$ cat config.mk
export PLATFORM = sky130hd
export DESIGN_NAME = cpu_alu_with_flags
export DESIGN_NICKNAME = d
export VERILOG_FILES = /design/src/sv/cawf_pkg.sv /design/src/sv/cawf_core.sv /design/src/sv/cpu_alu_with_flags.sv
export SDC_FILE = /design/constraint.sdc
export NUM_CORES = 1
export LEC_CHECK = 0
export BUFFER_PORTS_ARGS = -buffer_cell sky130_fd_sc_hd__buf_4
export CELL_PAD_IN_SITES_DETAIL_PLACEMENT = 1
export CELL_PAD_IN_SITES_GLOBAL_PLACEMENT = 2
export CORE_MARGIN = 5
export CORE_UTILIZATION = 33
export DETAILED_ROUTE_END_ITERATION = 7
export PLACE_DENSITY_LB_ADDON = 0.08
export SLEW_MARGIN = 20
export SYNTH_ARGS = -nofsm -noshare
export SYNTH_HDL_FRONTEND = slang
export SYNTH_HIERARCHICAL = 1
export SYNTH_SLANG_ARGS = --single-unit
$ cat constraint.sdc
create_clock -name clk -period 3.6 [get_ports clk]
set_clock_uncertainty 0.05 [all_clocks]
set_input_delay 0.9 -clock clk [delete_from_list [all_inputs] [get_ports clk]]
set_output_delay 0.9 -clock clk [all_outputs]
set_load 0.02 [all_outputs]
$ cat src/sv/cawf_pkg.sv
package cawf_pkg;

  // Flag positions within the packed four-bit flag word
  localparam int unsigned FLAG_Z = 3;
  localparam int unsigned FLAG_N = 2;
  localparam int unsigned FLAG_H = 1;
  localparam int unsigned FLAG_C = 0;

  localparam logic [7:0] DAA_LIMIT  = 8'h99;
  localparam logic [7:0] DAA_CORR_H = 8'h06;
  localparam logic [7:0] DAA_CORR_C = 8'h60;
  localparam logic [3:0] NIB_MAX    = 4'h9;

  localparam int unsigned S_TDATA_W = 40;
  localparam int unsigned M_TDATA_W = 24;

  typedef enum logic [4:0] {
    OP_ADD   = 5'd0,
    OP_ADC   = 5'd1,
    OP_SUB   = 5'd2,
    OP_SBC   = 5'd3,
    OP_AND   = 5'd4,
    OP_XOR   = 5'd5,
    OP_OR    = 5'd6,
    OP_CP    = 5'd7,
    OP_INC   = 5'd8,
    OP_DEC   = 5'd9,
    OP_DAA   = 5'd10,
    OP_CPL   = 5'd11,
    OP_SCF   = 5'd12,
    OP_CCF   = 5'd13,
    OP_RLCA  = 5'd14,
    OP_RRCA  = 5'd15,
    OP_RLA   = 5'd16,
    OP_RRA   = 5'd17,
    OP_RLC   = 5'd18,
    OP_RRC   = 5'd19,
    OP_RL    = 5'd20,
    OP_RR    = 5'd21,
    OP_SLA   = 5'd22,
    OP_SRA   = 5'd23,
    OP_SWAP  = 5'd24,
    OP_SRL   = 5'd25,
    OP_BIT   = 5'd26,
    OP_RES   = 5'd27,
    OP_SET   = 5'd28,
    OP_ADD16 = 5'd29,
    OP_ADDSP = 5'd30,
    OP_LDHLSP = 5'd31
  } op_t;

  typedef enum logic [2:0] {
    SH_RLC  = 3'd0,
    SH_RRC  = 3'd1,
    SH_RL   = 3'd2,
    SH_RR   = 3'd3,
    SH_SLA  = 3'd4,
    SH_SRA  = 3'd5,
    SH_SWAP = 3'd6,
    SH_SRL  = 3'd7
  } shift_t;

  // Offsets that map the two rotate groups onto one shift kind
  localparam logic [2:0] SH_BASE_ACC = 3'd6;
  localparam logic [2:0] SH_BASE_CB  = 3'd2;

  typedef struct packed {
    op_t         op;
    logic [15:0] operand_a;
    logic [15:0] operand_b;
    logic [2:0]  bit_index;
    logic [3:0]  flags_in;
  } req_t;

  typedef struct packed {
    logic [15:0] result;
    logic [3:0]  flags_out;
  } res_t;

endpackage

$ cat src/sv/cawf_core.sv
module cawf_core
  import cawf_pkg::*;
(
  input  req_t req,
  output res_t res
);

  logic [7:0]  a;
  logic [7:0]  b;
  logic [3:0]  f;
  logic        cin;
  logic        t;
  logic [8:0]  sum9;
  logic [4:0]  hsum5;
  logic [8:0]  dif9;
  logic [4:0]  hdif5;
  logic [7:0]  inc8;
  logic [7:0]  dec8;
  logic [7:0]  corr;
  logic        daa_c;
  logic [7:0]  daa8;
  shift_t      kind;
  logic [7:0]  sh8;
  logic        sh_c;
  logic [7:0]  mask;
  logic [16:0] sum17;
  logic [12:0] hsum13;
  logic [15:0] ext;
  logic [15:0] sp16;
  logic [4:0]  sp_h5;
  logic [8:0]  sp_c9;

  assign a   = req.operand_a[7:0];
  assign b   = req.operand_b[7:0];
  assign f   = req.flags_in;
  assign cin = f[FLAG_C];
  assign t   = ((req.op == OP_ADC) || (req.op == OP_SBC)) ? cin : 1'b0;

  assign sum9  = {1'b0, a} + {1'b0, b} + {8'd0, t};
  assign hsum5 = {1'b0, a[3:0]} + {1'b0, b[3:0]} + {4'd0, t};
  assign dif9  = {1'b0, a} - {1'b0, b} - {8'd0, t};
  assign hdif5 = {1'b0, a[3:0]} - {1'b0, b[3:0]} - {4'd0, t};
  assign inc8  = a + 8'd1;
  assign dec8  = a - 8'd1;

  // Decimal adjust: subtract mode uses only the stored H and C
  always_comb begin
    corr  = 8'd0;
    daa_c = cin;
    if (f[FLAG_N]) begin
      if (f[FLAG_H]) corr = corr | DAA_CORR_H;
      if (cin) corr = corr | DAA_CORR_C;
      daa8 = a - corr;
    end else begin
      if (f[FLAG_H] || (a[3:0] > NIB_MAX)) corr = corr | DAA_CORR_H;
      if (cin || (a > DAA_LIMIT)) begin
        corr  = corr | DAA_CORR_C;
        daa_c = 1'b1;
      end
      daa8 = a + corr;
    end
  end

  assign kind = shift_t'(req.op[2:0] - ((req.op <= OP_RRA) ? SH_BASE_ACC : SH_BASE_CB));

  always_comb begin
    unique case (kind)
      SH_RLC:  begin sh_c = a[7]; sh8 = {a[6:0], a[7]};     end
      SH_RRC:  begin sh_c = a[0]; sh8 = {a[0], a[7:1]};     end
      SH_RL:   begin sh_c = a[7]; sh8 = {a[6:0], cin};      end
      SH_RR:   begin sh_c = a[0]; sh8 = {cin, a[7:1]};      end
      SH_SLA:  begin sh_c = a[7]; sh8 = {a[6:0], 1'b0};     end
      SH_SRA:  begin sh_c = a[0]; sh8 = {a[7], a[7:1]};     end
      SH_SWAP: begin sh_c = 1'b0; sh8 = {a[3:0], a[7:4]};   end
      SH_SRL:  begin sh_c = a[0]; sh8 = {1'b0, a[7:1]};     end
    endcase
  end

  assign mask   = 8'd1 << req.bit_index;
  assign sum17  = {1'b0, req.operand_a} + {1'b0, req.operand_b};
  assign hsum13 = {1'b0, req.operand_a[11:0]} + {1'b0, req.operand_b[11:0]};
  assign ext    = {{8{b[7]}}, b};
  assign sp16   = req.operand_a + ext;
  assign sp_h5  = {1'b0, req.operand_a[3:0]} + {1'b0, b[3:0]};
  assign sp_c9  = {1'b0, req.operand_a[7:0]} + {1'b0, b};

  always_comb begin
    res.result    = 16'd0;
    res.flags_out = f;
    unique case (req.op)
      OP_ADD, OP_ADC: begin
        res.result    = {8'd0, sum9[7:0]};
        res.flags_out = {sum9[7:0] == 8'd0, 1'b0, hsum5[4], sum9[8]};
      end
      OP_SUB, OP_SBC: begin
        res.result    = {8'd0, dif9[7:0]};
        res.flags_out = {dif9[7:0] == 8'd0, 1'b1, hdif5[4], dif9[8]};
      end
      OP_CP: begin
        res.result    = req.operand_a;
        res.flags_out = {dif9[7:0] == 8'd0, 1'b1, hdif5[4], dif9[8]};
      end
      OP_AND: begin
        res.result    = {8'd0, a & b};
        res.flags_out = {(a & b) == 8'd0, 1'b0, 1'b1, 1'b0};
      end
      OP_XOR: begin
        res.result    = {8'd0, a ^ b};
        res.flags_out = {(a ^ b) == 8'd0, 1'b0, 1'b0, 1'b0};
      end
      OP_OR: begin
        res.result    = {8'd0, a | b};
        res.flags_out = {(a | b) == 8'd0, 1'b0, 1'b0, 1'b0};
      end
      OP_INC: begin
        res.result    = {8'd0, inc8};
        res.flags_out = {inc8 == 8'd0, 1'b0, inc8[3:0] == 4'h0, cin};
      end
      OP_DEC: begin
        res.result    = {8'd0, dec8};
        res.flags_out = {dec8 == 8'd0, 1'b1, dec8[3:0] == 4'hF, cin};
      end
      OP_DAA: begin
        res.result    = {8'd0, daa8};
        res.flags_out = {daa8 == 8'd0, f[FLAG_N], 1'b0, daa_c};
      end
      OP_CPL: begin
        res.result    = {8'd0, ~a};
        res.flags_out = {f[FLAG_Z], 1'b1, 1'b1, cin};
      end
      OP_SCF: begin
        res.result    = req.operand_a;
        res.flags_out = {f[FLAG_Z], 1'b0, 1'b0, 1'b1};
      end
      OP_CCF: begin
        res.result    = req.operand_a;
        res.flags_out = {f[FLAG_Z], 1'b0, 1'b0, ~cin};
      end
      // accumulator rotates always clear Z
      OP_RLCA, OP_RRCA, OP_RLA, OP_RRA: begin
        res.result    = {8'd0, sh8};
        res.flags_out = {1'b0, 1'b0, 1'b0, sh_c};
      end
      OP_RLC, OP_RRC, OP_RL, OP_RR, OP_SLA, OP_SRA, OP_SWAP, OP_SRL: begin
        res.result    = {8'd0, sh8};
        res.flags_out = {sh8 == 8'd0, 1'b0, 1'b0, sh_c};
      end
      OP_BIT: begin
        res.result    = req.operand_a;
        res.flags_out = {(a & mask) == 8'd0, 1'b0, 1'b1, cin};
      end
      OP_RES: begin
        res.result    = {8'd0, a & ~mask};
      end
      OP_SET: begin
        res.result    = {8'd0, a | mask};
      end
      OP_ADD16: begin
        res.result    = sum17[15:0];
        res.flags_out = {f[FLAG_Z], 1'b0, hsum13[12], sum17[16]};
      end
      OP_ADDSP, OP_LDHLSP: begin
        res.result    = sp16;
        res.flags_out = {1'b0, 1'b0, sp_h5[4], sp_c9[8]};
      end
    endcase
  end

endmodule

$ cat src/sv/cpu_alu_with_flags.sv
// 8-bit ALU with Z/N/H/C flags, two register stages.
//
// Input channel (s_*): one beat carries an operation code in s_tuser and the
// operands, bit number and current flags in s_tdata. Output channel (m_*):
// one beat per input beat carrying the result word and the merged flags.
// Flags an operation does not define keep the value given in flags_in.
//
// An accepted input beat passes from the input register once through the ALU
// into the result register shown on m_tvalid. Throughput: one beat per cycle
// while the receiver is ready, set by the single pass through the ALU between
// the input register and the result register; there is no iterating unit.
//
// Reset (rst, synchronous, active high) empties both stages; no result is
// shown after reset until a new beat arrives.
//
// When the receiver stalls, the result register holds its beat and the input
// register fills behind it; s_tready drops only once both stages are full,
// and it returns in the same cycle that the receiver takes a beat.
module cpu_alu_with_flags
  import cawf_pkg::*;
(
  input  logic                 clk,
  input  logic                 rst,
  input  logic                 s_tvalid,
  output logic                 s_tready,
  // s_tdata, lowest bit up: operand_a[15:0], operand_b[15:0],
  // bit_index[2:0], flags_in[3:0], zero pad[0]
  input  logic [S_TDATA_W-1:0] s_tdata,
  // s_tuser: req_type[4:0]
  input  logic [4:0]           s_tuser,
  output logic                 m_tvalid,
  input  logic                 m_tready,
  // m_tdata, lowest bit up: result[15:0], flags_out[3:0], zero pad[3:0]
  output logic [M_TDATA_W-1:0] m_tdata
);

  logic in_valid;
  req_t in_req;
  logic out_valid;
  res_t out_res;
  res_t alu_res;
  logic in_adv;
  logic in_load;

  // The result register moves on when empty or when its beat is taken
  assign in_adv   = !out_valid || m_tready;
  assign s_tready = !in_valid || in_adv;
  assign in_load  = s_tvalid && s_tready;

  always_ff @(posedge clk) begin
    if (rst) begin
      in_valid <= 1'b0;
    end else if (s_tready) begin
      in_valid <= s_tvalid;
    end
  end

  // Capture the request fields on every accepted beat
  always_ff @(posedge clk) begin
    if (in_load) begin
      in_req.op        <= op_t'(s_tuser);
      in_req.operand_a <= s_tdata[15:0];
      in_req.operand_b <= s_tdata[31:16];
      in_req.bit_index <= s_tdata[34:32];
      in_req.flags_in  <= s_tdata[38:35];
    end
  end

  cawf_core u_core (
    .req (in_req),
    .res (alu_res)
  );

  always_ff @(posedge clk) begin
    if (rst) begin
      out_valid <= 1'b0;
    end else if (in_adv) begin
      out_valid <= in_valid;
    end
  end

  // Hold the result while the receiver stalls; otherwise load any waiting beat
  always_ff @(posedge clk) begin
    if (in_adv && in_valid) begin
      out_res <= alu_res;
    end
  end

  assign m_tvalid = out_valid;
  assign m_tdata  = {4'd0, out_res.flags_out, out_res.result};

endmodule

After elaboration in Yosys (flattened, before gate mapping)
Index checks and enable logic that the tools add are counted.
{ "word_totals": {"out_inout_bits": 26, "elab_cells": 124, "register_bits": 66, "inputBits": 49} }
{ "op_classes": {"n_reduce_logical": 32, "n_shift": 1, "n_addsub": 16, "order_cmp": 3, "bitwise_logic": 9, "mux": 15, "n_eq_ne": 39} }
{ "op_table": {"columns": ["operator", "n"], "rows": [
  ["$pmux 16 s15", 1],
  ["$eq 5x5->1 const B", 16],
  ["$logic_not 8->1", 10],
  ["$pmux 4 s16", 1],
  ["$pmux 8 s8", 1],
  ["$eq 5x4->1 const B", 8],
  ["$and 8x8->8", 3],
  ["$mux 8", 3],
  ["$eq 5x3->1 const B", 4],
  ["$add 16x16->17", 1],
  ["$add 16x16->16", 1],
  ["$not 8->8", 2],
  ["$or 8x8->8", 2],
  ["$mux 7", 2],
  ["$add 12x12->13", 1],
  ["$eq 3x3->1 const B", 4],
  ["$reduce_or 12->1", 1],
  ["$reduce_or 4->1", 3],
  ["$eq 5x2->1 const B", 2],
  ["$add 8x8->9", 1],
  ["$add 9x1->9", 1],
  ["$mux 3", 3],
  ["$sub 8x8->9", 1],
  ["$sub 9x1->9", 1],
  ["30 further kinds", 42]
]} }

Logic depth before layout (Yosys ltp)
{ "logic_depth": {"depth_word": 9, "mapped_depth": 18, "depth_no_buf": 17} }

Cells and area by module
The synthesis kept the hierarchy.
{ "by_module_without_submodules": {"columns": ["mod", "cells_each", "area_each_um2", "instances", "seq_area_each_um2"], "rows": [
  ["cawf_core", 646, 4271.6, 1, 0.0],
  ["cpu_alu_with_flags", 79, 2059.5, 1, 1961.9]
]} }

Least setup slack after synthesis
No wires, ideal clock.
{ "synth_path": {"path_type": "register to register", "start": "register in_req[42] (netlist bit)", "end": "register out_res, in the netlist m_tdata[19] (data pin)", "arrival_ns": 3.656, "period_less_slack_ns": 3.978, "path_buffers": 3, "slack_ns": -0.378, "stages_incl_launch_ff": 16, "path_cell_list": "edfxtp_1 -> buf_2 -> buf_1 -> clkbuf_1 -> nor4_1 -> fa_1 -> inv_1 -> fa_1 -> or2_2 -> a21oi_1 -> o21bai_1 -> a21oi_1 -> xnor2_1 -> nor2_1 -> nor4b_1 -> or4_1"} }
{ "synth_rtl": {"columns": ["item", "line_no", "source"], "rows": [
  ["from (decl)", "cpu_alu_with_flags.sv:38", "req_t in_req;"],
  ["to (signal assigned)", "cpu_alu_with_flags.sv:85", "out_res <= alu_res;"],
  ["to (decl)", "cpu_alu_with_flags.sv:40", "res_t out_res;"]
]} }

==> impl_metrics.tcl <==
set metrics [dict create \
    synth_area_um2 6330 \
    synthTopCellsByArea "edfxtp_1, ha_1, xnor2_1" \
    drt-pass1-iter-count 5 \
    synth_xor_area_share_pct 6.90 \
    ant_nets 0 \
    min_period_ps 3480 \
    hold_violations 0 \
    yosys.area_share.simple_pct 19.0 \
    power_density_nw_per_um2 364 \
    arrival_ps 3510 \
    status "complete, no violations" \
    path_cells "buf_4 -> buf_4 -> ha_1 -> fa_2 -> a21o_1 -> a21oi_4 -> xnor2_4 -> a211o_1 -> a21oi_1 -> o211ai_1 -> a21oi_2 -> or4_1" \
    area_delta_synth_final_pct 26.7 \
    ioPinCount 75 \
    register_area_um2 1960 \
    synth-adder-area-share_pct 13.0 \
    path_delay_family "compound AO/OA/AOI/OAI gates" \
    worst_path_max_delay_cell "or4_1" \
    relSlewSlack_pct 45.9 \
    synthFlopType "edfxtp_1" \
    wl_per_cell_um 24.9 \
    via_per_inst 5.80 \
    startpoint_type "flip-flop" \
    ys_seq_area_share_pct 31.0 \
    dp_hpwl_um 21500 \
    layout_commonest_cell "buf_4" \
    min_path_type "reg -> reg" \
    synth_top_area_share_pct 30.4 \
    yosysTopAreaCell "edfxtp_1" \
    netlist_instances 725 \
    critPathBufInv 2 \
    grt.total_usage_pct 24.4 \
    yosys_warnings 6 \
    num_vias 6309 \
    io_buffer_count 69 \
    slew_viol_final 0 \
    cts_hold_buf 0 \
    cts_sinks 66 \
    core.rowCount 50 \
    ys_ff_latch 66 \
    r2r_cells 12 \
    postPlaceCellArea_um2 7560 \
    antenna_found_initial 0 \
    cts_max_level 3 \
    die_h_um 149 \
    avgSynthCellArea_um2 8.73 \
    layout_common_cells "buf_4, nor2_1, edfxtp_1" \
    cts_max_path_buffers 2 \
    rsz0062_at_grt "false" \
    final_nets 961 \
    vdd_drop_max_v 0.000211 \
    crit_path_end_kind "flip-flop" \
    insertion_delay_ps 350 \
    fin_area_um2 8020 \
    leakage_nw 3.27 \
    dieWidth_um 149 \
    hold_ws_ps 443 \
    cts_tree "built" \
    clkTransAtPathRegs_ps 70 \
    drtIter0Drc 458 \
    grt_overflow 0 \
    synth_compound_gate_area_share_pct 22.5 \
    drive_gt1_share_pct 25.1 \
    crit_top_cell "buf_4" \
    drv_cap 0 \
    design.core.area_um2 18800 \
    grt_pass1_vias 6501 \
    hold_path_depth 2 \
    cts_made_buffers 9 \
    cp_max_fo 14 \
    fillCellCount 2217 \
    synth.area.mux_share_pct 1.90 \
    fin_crit_sh_pct 96.6 \
    routed_wl_um 27100 \
    critPathRequiredTime_ps 3630 \
    die_area_um2 22100 \
    tightest_slew_ps 806 \
    yosysUniqueCellTypes 77 \
    synthArstFlopShare_pct 0 \
    slowest_delay_ps 510 \
    synth_edf_count 64 \
    setup_viol 0 \
    multi_input_area_um2 4190 \
    synth_top_family_by_area "compound AO/OA/AOI/OAI gates" \
    worst-path-stages 12 \
    worstSetupPathType "reg -> reg" \
    start_util_pct 33.7 \
    diodes 0 \
    timing.fmax_mhz 287 \
    drc 0 \
    grt_first_pass_wirelength_um 40500 \
    cts-root-buf "clkbuf_16" \
    grt_max_degree 45 \
    place.gp.congestion 0.963 \
]
## metrics by stage
stage | setup WS, ps | TNS (ps) | util, % | power (mW) | instances
2_1_floorplan | 1.55 | 0 | - | 1.54 | 728
3_3_place_gp | -239 | -239 | 40.3 | 1.93 | 1067
3_5_place_dp | -356 | -379 | 40.3 | 1.95 | 1067
4_1_cts | 17.4 | 0 | 42.2 | 2.91 | 1085
5_1_grt | 0.0924 | 0 | 42.8 | 3.07 | 1087
6_report | 121 | 0 | 42.8 | 2.92 | 1087
## layout make-up
class | instances | share of cell area [%]
clock buffers | 10 | 2.85
clock inverters | 6 | 0.858
inverters | 36 | 1.68
multi-input cells | 583 | 52.2
flip-flops and latches | 66 | 24.5
well taps | 234 | 3.65
repair buffers | 152 | 14.3
## kinds of logic after synthesis
| family | after synthesis |
|---|---|
| AND/OR/NAND/NOR | 241 |
| AO/OA/AOI/OAI | 213 |
| buffers and inverters | 79 |
| flip-flops | 66 |
| adder cells (fa/ha/maj) | 64 |
| XOR/XNOR | 49 |
| multiplexers | 12 |
| other | 1 |
## final timing paths
kind	from	to	slack [ps]
hold reg to reg	in_valid$_SDFFE_PP0P_	m_tvalid$_SDFFE_PP0P_	440
hold / removal	in_valid$_SDFFE_PP0P_	m_tvalid$_SDFFE_PP0P_	440
setup reg to reg	in_req[23]$_DFFE_PP_	m_tdata[19]$_DFFE_PP_	120
setup / recovery	in_req[23]$_DFFE_PP_	m_tdata[19]$_DFFE_PP_	120
## state kept, by name, indices dropped and copies added (netlist names)
register / cells
m_tdata: 20
in_req: 44
in_valid: 1
m_tvalid: 1
## power breakdown
| group | switching [mW] | internal [mW] | total [mW] | leakage, nW |
|---|---|---|---|---|
| logic | 0.618 | 0.440 | 1.06 | 2.50 |
| clock network | 0.386 | 0.538 | 0.925 | 0.131 |
| registers | 0.0360 | 0.904 | 0.940 | 0.634 |
| total | 1.04 | 1.88 | 2.92 | 3.27 |
## cell usage after synthesis, types with 3 or more instances
library cell and count:
xnor2_1 31, nor2b_1 6, buf_1 5, buf_2 11, o22ai_1 14, a211oi_1 8
buf_4 4, a21oi_1 49, or2_2 6, o221ai_1 6, nand3_1 17, nand4_1 14
clkbuf_1 19, a22oi_1 8, a31oi_1 10, xor2_1 17, inv_1 34, nor2_1 69
edfxtp_1 64, buf_6 4, and2_1 7, nor4_1 13, nor3_1 18, o21ai_0 40
nand2_1 58, ha_1 61, o211ai_1 12, nand2b_1 8, a22o_1 4, o21a_1 5
a21o_1 12, fa_1 3, and3_1 8, a32oi_1 5, a221oi_1 8, o21ai_1 3
a2111oi_0 3, mux2i_1 12
## layer usage
metal | wire (µm) | global-route usage [%] | vias to the layer above
li1 | - | - | 2940
met1 | 12500 | 33.8 | 3113
met3 | 1690 | 5.58 | 45
met4 | 805 | 6.84 | 0
met5 | 0 | 0 | -
met2 | 12100 | 38.1 | 211
## tightest hold or removal path, delay by kind of cell, from the launching register on
kind	cells	cell delay, ps
compound gates	1	50
buf+inv	1	60
flops	1	340
## what timing repair did
action                     4_1_cts  5_1_grt
pin swaps                        5       14
setup endpoints to repair        2        5
buffers inserted                 2        2
gates resized for setup          6       27
No activity file was read; power rests on OpenSTA's default activity.
